[src/rtl/mrf_pkg.sv]
// Shared types, register codes and the CRC-16 byte step for the motor command framer.
`timescale 1ns / 1ps

package mrf_pkg;

  localparam int unsigned CFG_IDX_W  = 4;
  localparam int unsigned CFG_DATA_W = 16;

  localparam logic [CFG_IDX_W-1:0] CFG_VELOCITY_MODE = 4'd0;
  localparam logic [CFG_IDX_W-1:0] CFG_ENABLE_CMD    = 4'd1;
  localparam logic [CFG_IDX_W-1:0] CFG_FRONT_ADDR    = 4'd2;
  localparam logic [CFG_IDX_W-1:0] CFG_BACK_ADDR     = 4'd3;

  localparam logic [15:0] VELOCITY_MODE_RST = 16'h0003;
  localparam logic [15:0] ENABLE_CMD_RST    = 16'h0008;
  localparam logic [7:0]  FRONT_ADDR_RST    = 8'h01;
  localparam logic [7:0]  BACK_ADDR_RST     = 8'h02;

  localparam logic [7:0]  FUNC_WRITE_SINGLE = 8'h06;
  localparam logic [15:0] REG_MODE          = 16'h200D;
  localparam logic [15:0] REG_CONTROL       = 16'h200E;
  localparam logic [15:0] REG_SPEED_LEFT    = 16'h2088;
  localparam logic [15:0] REG_SPEED_RIGHT   = 16'h2089;
  localparam logic [15:0] REG_NODE_ADDR     = 16'h2001;
  localparam logic [15:0] REG_EEPROM_SAVE   = 16'h2010;
  localparam logic [15:0] SAVE_VALUE        = 16'h0001;
  localparam logic [15:0] CRC_INIT          = 16'hFFFF;
  localparam logic [15:0] CRC_POLY          = 16'hA001;

  localparam logic       OP_SET_SPEED   = 1'b0;
  localparam logic [2:0] BYTE_CRC_LO    = 3'd6;
  localparam logic [2:0] BYTE_LAST      = 3'd7;

  typedef enum logic {
    ST_IDLE,
    ST_SEND
  } seq_state_t;

  typedef enum logic [2:0] {
    FR_MODE,
    FR_ENABLE,
    FR_SPEED,
    FR_NEW_ADDR,
    FR_SAVE
  } frame_kind_t;

  typedef struct packed {
    logic       update;
    logic       first;
    logic [7:0] data;
  } crc_ctl_t;

  typedef struct packed {
    logic       valid;
    logic [7:0] tx_byte;
    logic       frame_end;
    logic       last;
  } emit_t;

  // One byte through the reflected CRC-16, LSB first.
  function automatic logic [15:0] crc16_byte(input logic [15:0] crc_in, input logic [7:0] b);
    logic [15:0] c;
    c = crc_in ^ {8'h00, b};
    for (int k = 0; k < 8; k++) begin
      if (c[0]) c = (c >> 1) ^ CRC_POLY;
      else      c = c >> 1;
    end
    return c;
  endfunction

endpackage

[src/rtl/mrf_crc.sv]
// CRC-16 accumulator, advanced one frame byte per cycle while its update input is high.
`timescale 1ns / 1ps

module mrf_crc (
  input  logic              clk,
  input  mrf_pkg::crc_ctl_t ctl,
  output logic [15:0]       crc
);
  import mrf_pkg::*;

  logic [15:0] crc_r;
  logic [15:0] crc_nxt;

  always_comb begin
    crc_nxt = crc_r;
    if (ctl.update) begin
      crc_nxt = crc16_byte(ctl.first ? CRC_INIT : crc_r, ctl.data);
    end
  end

  always_ff @(posedge clk) begin
    crc_r <= crc_nxt;
  end

  assign crc = crc_r;

endmodule

[src/rtl/mrf_seq.sv]
// Frame sequencer: plans the frames of a command and walks their bytes.
`timescale 1ns / 1ps

module mrf_seq (
  input  logic            clk,
  input  logic            rst_n,
  input  logic            start,
  input  logic            operation,
  input  logic [7:0]      drive_addr,
  input  logic            wheel_side,
  input  logic [15:0]     command_value,
  input  logic [15:0]     velocity_mode_code,
  input  logic [15:0]     enable_command,
  input  logic [7:0]      front_drive_address,
  input  logic [7:0]      back_drive_address,
  input  logic            emit_ok,
  output logic            busy,
  output mrf_pkg::emit_t  emit
);
  import mrf_pkg::*;

  seq_state_t  state_r, state_nxt;
  frame_kind_t kind_r, kind_nxt, start_kind;
  logic [2:0]  byte_idx_r;
  logic [7:0]  addr_r;
  logic        side_r;
  logic [15:0] val_r;
  logic        need_en_r;
  logic [1:0]  mode_done_r;
  logic [1:0]  enable_done_r;

  logic        is_front, is_back, need_mode, need_en;
  logic        fire, last_frame, frame_end;
  logic [15:0] reg_word, val_word, crc;
  logic [7:0]  tx_byte;
  crc_ctl_t    crc_ctl;

  // Set-up planning for the request being accepted.
  always_comb begin
    is_front  = (drive_addr == front_drive_address);
    is_back   = (drive_addr == back_drive_address);
    need_mode = (operation == OP_SET_SPEED) &&
                ((is_front && !mode_done_r[0]) || (is_back && !mode_done_r[1]));
    need_en   = (operation == OP_SET_SPEED) &&
                ((is_front && !enable_done_r[0]) || (is_back && !enable_done_r[1]));
    if (operation != OP_SET_SPEED) start_kind = FR_NEW_ADDR;
    else if (need_mode)             start_kind = FR_MODE;
    else if (need_en)               start_kind = FR_ENABLE;
    else                            start_kind = FR_SPEED;
  end

  // Next state.
  always_comb begin
    state_nxt = state_r;
    case (state_r)
      ST_IDLE: if (start) state_nxt = ST_SEND;
      ST_SEND: if (fire && frame_end && last_frame) state_nxt = ST_IDLE;
      default: state_nxt = ST_IDLE;
    endcase
  end

  // Outputs of the state machine.
  always_comb begin
    busy = 1'b0;
    fire = 1'b0;
    case (state_r)
      ST_IDLE: begin
        busy = 1'b0;
        fire = 1'b0;
      end
      ST_SEND: begin
        busy = 1'b1;
        fire = emit_ok;
      end
      default: begin
        busy = 1'b0;
        fire = 1'b0;
      end
    endcase
  end

  // Register and value words of the current frame, and the frame that follows it.
  always_comb begin
    reg_word   = REG_SPEED_LEFT;
    val_word   = val_r;
    kind_nxt   = FR_SPEED;
    last_frame = 1'b0;
    case (kind_r)
      FR_MODE: begin
        reg_word = REG_MODE;
        val_word = velocity_mode_code;
        kind_nxt = need_en_r ? FR_ENABLE : FR_SPEED;
      end
      FR_ENABLE: begin
        reg_word = REG_CONTROL;
        val_word = enable_command;
        kind_nxt = FR_SPEED;
      end
      FR_SPEED: begin
        reg_word   = side_r ? REG_SPEED_RIGHT : REG_SPEED_LEFT;
        val_word   = val_r;
        last_frame = 1'b1;
      end
      FR_NEW_ADDR: begin
        reg_word = REG_NODE_ADDR;
        val_word = val_r;
        kind_nxt = FR_SAVE;
      end
      FR_SAVE: begin
        reg_word   = REG_EEPROM_SAVE;
        val_word   = SAVE_VALUE;
        last_frame = 1'b1;
      end
      default: begin
        reg_word   = REG_SPEED_LEFT;
        last_frame = 1'b1;
      end
    endcase
  end

  always_comb begin
    case (byte_idx_r)
      3'd0:    tx_byte = addr_r;
      3'd1:    tx_byte = FUNC_WRITE_SINGLE;
      3'd2:    tx_byte = reg_word[15:8];
      3'd3:    tx_byte = reg_word[7:0];
      3'd4:    tx_byte = val_word[15:8];
      3'd5:    tx_byte = val_word[7:0];
      3'd6:    tx_byte = crc[7:0];
      default: tx_byte = crc[15:8];
    endcase
    frame_end      = (byte_idx_r == BYTE_LAST);
    crc_ctl.update = fire && (byte_idx_r < BYTE_CRC_LO);
    crc_ctl.first  = (byte_idx_r == 3'd0);
    crc_ctl.data   = tx_byte;
    emit.valid     = fire;
    emit.tx_byte   = tx_byte;
    emit.frame_end = frame_end;
    emit.last      = frame_end && last_frame;
  end

  mrf_crc u_crc (
    .clk (clk),
    .ctl (crc_ctl),
    .crc (crc)
  );

  always_ff @(posedge clk) begin
    if (!rst_n) begin
      state_r       <= ST_IDLE;
      kind_r        <= FR_SPEED;
      byte_idx_r    <= 3'd0;
      need_en_r     <= 1'b0;
      mode_done_r   <= 2'b00;
      enable_done_r <= 2'b00;
    end else begin
      state_r <= state_nxt;
      if (start) begin
        kind_r     <= start_kind;
        byte_idx_r <= 3'd0;
        need_en_r  <= need_en;
        // A set-up frame counts for every tracked slot whose address it matches.
        if (need_mode) mode_done_r   <= mode_done_r   | {is_back, is_front};
        if (need_en)   enable_done_r <= enable_done_r | {is_back, is_front};
      end else if (fire) begin
        byte_idx_r <= byte_idx_r + 3'd1;
        if (frame_end) kind_r <= kind_nxt;
      end
    end
  end

  always_ff @(posedge clk) begin
    if (start) begin
      addr_r <= drive_addr;
      side_r <= wheel_side;
      val_r  <= command_value;
    end
  end

  a_emit_only_busy: assert property (@(posedge clk) disable iff (!rst_n)
    emit.valid |-> (state_r == ST_SEND))
    else $error("byte emitted while sequencer idle");

  a_start_only_idle: assert property (@(posedge clk) disable iff (!rst_n)
    start |-> (state_r == ST_IDLE))
    else $error("request accepted while a command is in progress");

  a_start_begins_frame: assert property (@(posedge clk) disable iff (!rst_n)
    start |=> (state_r == ST_SEND) && (byte_idx_r == 3'd0))
    else $error("command did not start at the first frame byte");

  a_mode_flags_hold: assert property (@(posedge clk) disable iff (!rst_n)
    $past(rst_n) |-> !$fell(mode_done_r[0]) && !$fell(mode_done_r[1]) &&
                     !$fell(enable_done_r[0]) && !$fell(enable_done_r[1]))
    else $error("set-up flag cleared outside reset");

endmodule

[src/rtl/modbus_rtu_motor_command_framer.sv]
// Top level of the Modbus RTU write-single-register command framer.
`timescale 1ns / 1ps

// Each accepted command produces one to three 8-byte Modbus RTU frames (function 0x06,
// CRC-16 low byte first) as a stream of one byte per output request. A set-speed command
// to the front or back drive is preceded once per drive by a velocity-mode frame and an
// enable frame; a change-address command sends the new address followed by an EEPROM
// save. Bytes leave at one per cycle when the output is not stalled; the single CRC
// byte-update unit takes one frame byte per cycle. in_stall is high from the accepting
// edge until the last byte of the command is loaded into the output register.
// Configuration writes are meant for idle periods only.
module modbus_rtu_motor_command_framer (
  input  logic                            clk,
  input  logic                            rst_n,
  input  logic                            in_valid,
  output logic                            in_stall,
  input  logic                            in_operation,
  input  logic [7:0]                      in_drive_addr,
  input  logic                            in_wheel_side,
  input  logic [15:0]                     in_command_value,
  output logic                            out_valid,
  input  logic                            out_stall,
  output logic [7:0]                      out_tx_byte,
  output logic                            out_frame_end,
  output logic                            out_last,
  input  logic                            cfg_we,
  input  logic [mrf_pkg::CFG_IDX_W-1:0]   cfg_index,
  input  logic [mrf_pkg::CFG_DATA_W-1:0]  cfg_wdata
);
  import mrf_pkg::*;

  logic [15:0] velocity_mode_r;
  logic [15:0] enable_cmd_r;
  logic [7:0]  front_addr_r;
  logic [7:0]  back_addr_r;

  logic        out_valid_r;
  logic [7:0]  tx_byte_r;
  logic        frame_end_r;
  logic        last_r;

  logic        busy, start, emit_ok;
  emit_t       emit;

  assign start   = in_valid && !busy;
  assign emit_ok = !out_valid_r || !out_stall;

  always_ff @(posedge clk) begin
    if (!rst_n) begin
      velocity_mode_r <= VELOCITY_MODE_RST;
      enable_cmd_r    <= ENABLE_CMD_RST;
      front_addr_r    <= FRONT_ADDR_RST;
      back_addr_r     <= BACK_ADDR_RST;
    end else if (cfg_we) begin
      case (cfg_index)
        CFG_VELOCITY_MODE: velocity_mode_r <= cfg_wdata;
        CFG_ENABLE_CMD:    enable_cmd_r    <= cfg_wdata;
        CFG_FRONT_ADDR:    front_addr_r    <= cfg_wdata[7:0];
        CFG_BACK_ADDR:     back_addr_r     <= cfg_wdata[7:0];
        default: ;
      endcase
    end
  end

  mrf_seq u_seq (
    .clk                 (clk),
    .rst_n               (rst_n),
    .start               (start),
    .operation           (in_operation),
    .drive_addr          (in_drive_addr),
    .wheel_side          (in_wheel_side),
    .command_value       (in_command_value),
    .velocity_mode_code  (velocity_mode_r),
    .enable_command      (enable_cmd_r),
    .front_drive_address (front_addr_r),
    .back_drive_address  (back_addr_r),
    .emit_ok             (emit_ok),
    .busy                (busy),
    .emit                (emit)
  );

  always_ff @(posedge clk) begin
    if (!rst_n) begin
      out_valid_r <= 1'b0;
    end else if (emit.valid) begin
      out_valid_r <= 1'b1;
    end else if (!out_stall) begin
      out_valid_r <= 1'b0;
    end
  end

  always_ff @(posedge clk) begin
    if (emit.valid) begin
      tx_byte_r   <= emit.tx_byte;
      frame_end_r <= emit.frame_end;
      last_r      <= emit.last;
    end
  end

  assign in_stall      = busy;
  assign out_valid     = out_valid_r;
  assign out_tx_byte   = tx_byte_r;
  assign out_frame_end = frame_end_r;
  assign out_last      = last_r;

endmodule
[config.mk]
export PLATFORM = sky130hd
export DESIGN_NAME = modbus_rtu_motor_command_framer
export DESIGN_NICKNAME = d
export VERILOG_FILES = /design/src/rtl/mrf_pkg.sv /design/src/rtl/mrf_crc.sv /design/src/rtl/mrf_seq.sv /design/src/rtl/modbus_rtu_motor_command_framer.sv
export SDC_FILE = /design/constraint.sdc
export NUM_CORES = 1
export LEC_CHECK = 0
export BUFFER_PORTS_ARGS = -buffer_cell sky130_fd_sc_hd__buf_2
export CORE_MARGIN = 8
export CORE_UTILIZATION = 42
export DETAILED_ROUTE_END_ITERATION = 16
export HOLD_SLACK_MARGIN = 0.06
export SYNTH_ARGS = -nofsm -noshare
export SYNTH_HDL_FRONTEND = slang
export SYNTH_SLANG_ARGS = --single-unit
[constraint.sdc]
create_clock -name clk -period 9.55 [get_ports clk]
set_input_delay 0.4775 -clock clk [delete_from_list [all_inputs] [get_ports clk]]
set_output_delay 0.4775 -clock clk [all_outputs]
set_load 0.02 [all_outputs]
# == Word level (Yosys, flattened, before mapping) ==
# Cells that the tools add are included.
# classes
n_eq_ne,17
n_div,0
reduce_logical,35
n_mul,0
shift,0
add_sub_neg,1
n_lt_le_gt_ge,1
muxes,36
bitwise,14
# ops
operator,n
$mux W16,15
$pmux W16 S5,1
$pmux W8 S7,1
$pmux W16 S3,1
$not A2 Y3,8
$eq A8 B8 Y1,2
$xor A16 B8 Y16,1
$eq A3 B3 Y1 const B,5
$mux W3,5
$mux W14,1
$reduce_and A2 Y1,7
$eq A3 B2 Y1 const B,4
$logic_and A1 B1 Y1,11
$eq A4 B2 Y1 const B,2
$logic_not A1 Y1,7
$eq A3 B1 Y1 const B,2
$logic_not A3 Y1,2
$mux W1,6
$pmux W1 S2,3
$pmux W3 S2,1
$eq A4 B1 Y1 const B,1
$logic_not A4 Y1,1
$mux W2,2
$or A2 B2 Y2,2
8 further kinds,13
# totals
latch_bits,0
output_inout_bits,12
mem_bits_rw,0
romBits,0
mem_count,0
register_bits,112

# == Depth between registers and ports, before layout ==
# logic_depth
word_depth,27
ltp_mapped,11
depth_no_buf,9

# == Cells and area by module ==
# Synthesis repeated with hierarchy kept, for this count alone.
# unflattened
cells_unflattened,512
area_unflattened_um2,5466.5
# modules_own_cells
module,area_per_inst_um2,cells_each,n_inst,seq_area_each_um2
mrf_seq,2331.0,246,1,991.0
modbus_rtu_motor_command_framer,2219.6,199,1,1281.2
mrf_crc,915.9,67,1,480.5

# == Least setup slack after synthesis ==
# No wires, ideal clock.
# synth_timing
kind,register to register
start,reg u_seq.byte_idx_r[0]
end,"reg u_seq.u_crc.crc_r[0], in the netlist u_seq.u_crc.crc[0] (data pin)"
required_time_ns,9.282
setup_ns,0.268
path_stages_with_launch,9
path_buffers,1
setup_slack_ns,6.464
arrival_time_ns,2.819
cell_sequence,dfxtp_1 ha_1 ha_1 or4_4 buf_6 a31oi_1 xnor3_1 xor2_1 xnor3_1
# synth_rtl
item,line,text
"start, declared",mrf_seq.sv:24,logic [2:0] byte_idx_r;
"start signal, assigned",mrf_seq.sv:166,byte_idx_r <= byte_idx_r + 3'd1;
"end signal, assigned",mrf_crc.sv:22,crc_r <= crc_nxt;
"end, declared",mrf_crc.sv:11,logic [15:0] crc_r;

==> run_results.csv <==
group,metric,value,unit
clock_network,postCtsResizedCells,0,
yosys,synth.mux.area_fraction,0.0394,
sta,hold_viol,0,
sta,maxSlewHeadroom,0.276,
yosys,syn_nets,571,
hold_path,min_path_type,"input pin to register",
global_route,overflow,0,
drt,vias,3870,
sta,fin_crit_sh,0.361,
clock_network,cts_tree,"built",
drt,wirelength,12900,um
global_route,grt_start_max_net_pins,59,
pwr,p_leak,2.22,nW
worst_setup_path,critPathRequiredTime,9.65,ns
yosys,synth-adder-area-share,0.0141,
worst_setup_path,path_max_fanout,17,
pwr,combPwrFrac,0.173,
drt,wl_per_cell,17.4,um
layout,fin_util,0.484,
pwr,p_seq_frac,0.496,
clock_network,hold_buffers,0,
yosys,synth_edf_count,51,
sta,slew_viol_final,0,
drt,drt_first_iter_violations,244,
drt,drt_pass1_iterations,5,
worst_setup_path,crit_path_start_kind,"register",
clock_network,clock_latency,0.36,ns
clock_network,cts_sinks,112,
sta,tightest_slew,1.08,ns
drt,drc,0,
sta,period_needed,3.45,ns
layout,syn2layout_area_growth,13.5,%
yosys,netlist_instances,514,
pwr,power.density,191,nW/um^2
yosys,synth_top_family_by_area,"simple AND/OR/NAND/NOR gates",
job,maxCapViolations,0,
yosys,synth-main-ff-cell,"dfxtp_1",
yosys,syn_area,5330,um^2
clock_network,clockRootBuffer,"clkbuf_16",
sta,tns,0,ns
yosys,synth_xor_xnor_area_share,0.0875,
yosys,synthArstFlopShare,0,
placed_design,gp_congestion,0.868,
clock_network,post_cts_buffers,0,
yosys,synth_compound_area_frac,0.149,
floorplan,initial_utilization,0.426,
global_route,track_usage,0.162,
pwr,pwr-share-clk,0.331,
clock_network,clock_path_buffers,2,
yosys,synth_seq_area_share,0.516,
floorplan,core-area,12500,um^2
clock_network,ctsHtreeMaxLevel,3,
global_route,grt_pass1_vias,3900,
global_route,grt_pass1_wl,20400,um
yosys,yosysWarnings,0,
yosys,synth-seq-cells,112,
sta,setup_viol_count_final,0,
clock_network,cts_inserted_buffers,9,
pwr,p_int,864,uW
floorplan,die_y,129,um
pwr,p_total,1.15,mW
floorplan,ios,63,
yosys,yosys.area_share.simple,0.160,
sta,worst_clock_skew,0.00859,ns
pwr,p_sw_frac,0.252,
sta,clock.fmax,290,MHz
sta,rsz0062_at_grt,"no",
worst_setup_path,critPathCaptureType,"register",
layout,nets,618,
worst_setup_path,critPathArrivalTime,3.55,ns
pwr,total_switching_power,290,uW
layout,instances_no_fill,738,
global_route,antenna_found_initial,0,
outcome,status,"complete, no violations",
pwr,irDropWorstVdd,109,uV
placed_design,post-dp-hpwl,9510,um
worst_setup_path,path_class,"register to register",
yosys,ys_types,60,
drt,viasPerCell,5.24,
placed_design,numPortBuffers,62,
placed_design,dp.cells,722,
yosys,syn_avg_cell_area,10.4,um^2
clock_network,path_clk_slew,0.07,ns
sta,setup_ws,6.10,ns
drt,ant_nets,0,
floorplan,die_area,16600,um^2
floorplan,placementRows,41,
placed_design,pre_cts_ws,6.10,ns
layout,layout-drive-gt1-share,0.168,
floorplan,die_w,129,um
layout,n_antenna_cell,0,
flip-flops by register name (all words and copies together) (netlist names), 3 cells and up:
name	flops
velocity_mode_r	16
enable_cmd_r	16
u_seq.u_crc.crc	16
front_addr_r	8
out_tx_byte	8
u_seq.byte_idx_r	3
back_addr_r	8
u_seq.val_r	16
u_seq.kind_r	3
u_seq.addr_r	8
through the flow:
stage / cell area, um^2 / hold slack (ns)
global route: 6050 / 0.284
detailed placement: 5740 / 0.452
floorplan: 5330 / 0.433
global placement: 5740 / 0.448
CTS: 6050 / 0.286
finish: 6050 / 0.295
cell type report:
cell class | instances | area [um^2]
multi-input cells | 363 | 2400
inverters | 10 | 37.5
flip-flops and latches | 112 | 2750
well taps | 172 | 215
clock buffers | 12 | 289
repair buffers | 65 | 333
clock inverters | 4 | 22.5
fillers | 1255 | 6460
logic make-up after synthesis:
group	Yosys count
multiplexers	21
AND/OR/NAND/NOR	183
buffers and inverters	39
flip-flops	112
AO/OA/AOI/OAI	108
XOR/XNOR	45
adder cells (fa/ha/maj)	6
critical path, stage by stage, from the launching register on:
cell	delay (ns)
dfxtp_1	0.51
inv_1	0.15
ha_1	0.29
or4_4	0.66
a31oi_1	0.38
xnor3_1	0.50
xor2_1	0.34
xnor3_1	0.38
cells in the mapped netlist (5+ instances only):
library cell  count  area share
and2_1            5      0.0059
dfxtp_1          61        0.23
inv_1             9      0.0063
xor2_1           21       0.034
a31oi_1           5      0.0059
ha_1              6       0.014
clkbuf_1         17       0.012
nor2b_1          23       0.027
xnor2_1          18       0.030
edfxtp_1         51        0.29
buf_2             9      0.0084
or2_2             5      0.0059
nor3_1            9      0.0084
nand3_1           9      0.0084
a21oi_1          15       0.014
nor4_1            5      0.0059
nor2_1           29       0.020
mux2i_1          21       0.039
o21ai_0          11       0.010
a21boi_0         32       0.045
nand2_1          84       0.059
cells in the final DEF, fill, tap and decap left out, types with 3 or more instances in the layout:
cell / instances
a211oi_1: 4
a21boi_0: 31
a21oi_1: 15
a222oi_1: 3
a22oi_1: 3
a31oi_1: 5
and2_1: 5
and3_1: 3
buf_2: 62
buf_4: 3
clkbuf_16: 11
dfxtp_1: 61
edfxtp_1: 51
ha_1: 6
inv_1: 9
mux2i_1: 21
nand2_1: 84
nand2b_1: 4
nand3_1: 9
nor2_1: 29
nor2b_1: 23
nor3_1: 9
nor4_1: 5
o21a_1: 4
o21ai_0: 11
o22ai_1: 4
or2_2: 5
xnor2_1: 18
xnor3_1: 3
xor2_1: 21
routing by layer:
metal	part of all wire	routed length, um	track usage
met5	0	0	0
met4	0.016	206	0.0622
met3	0.050	639	0.0294
met2	0.48	6220	0.267
met1	0.45	5800	0.206
power groups by stage:
stage / clock (mW) / sequential (mW) / combinational [mW]
finish: 0.382 / 0.572 / 0.200
global route: 0.408 / 0.576 / 0.218
CTS: 0.393 / 0.572 / 0.203
detailed placement: 0 / 0.583 / 0.202
global placement: 0 / 0.583 / 0.196
floorplan: 0 / 0.576 / 0.154
final timing paths:
path / start / endpoint / slack (ns) / cells after the start
setup reg to reg: u_seq.byte_idx_r[2] / u_seq.u_crc.crc[0] / 6.10 / 7
hold / removal: in_command_value[1] / u_seq.val_r[1] / 0.29 / 1
setup / recovery: u_seq.byte_idx_r[2] / u_seq.u_crc.crc[0] / 6.10 / 7
hold reg to reg: velocity_mode_r[1] / velocity_mode_r[1] / 0.47 / 2
Note: power is estimated with default switching activity, not from simulation.
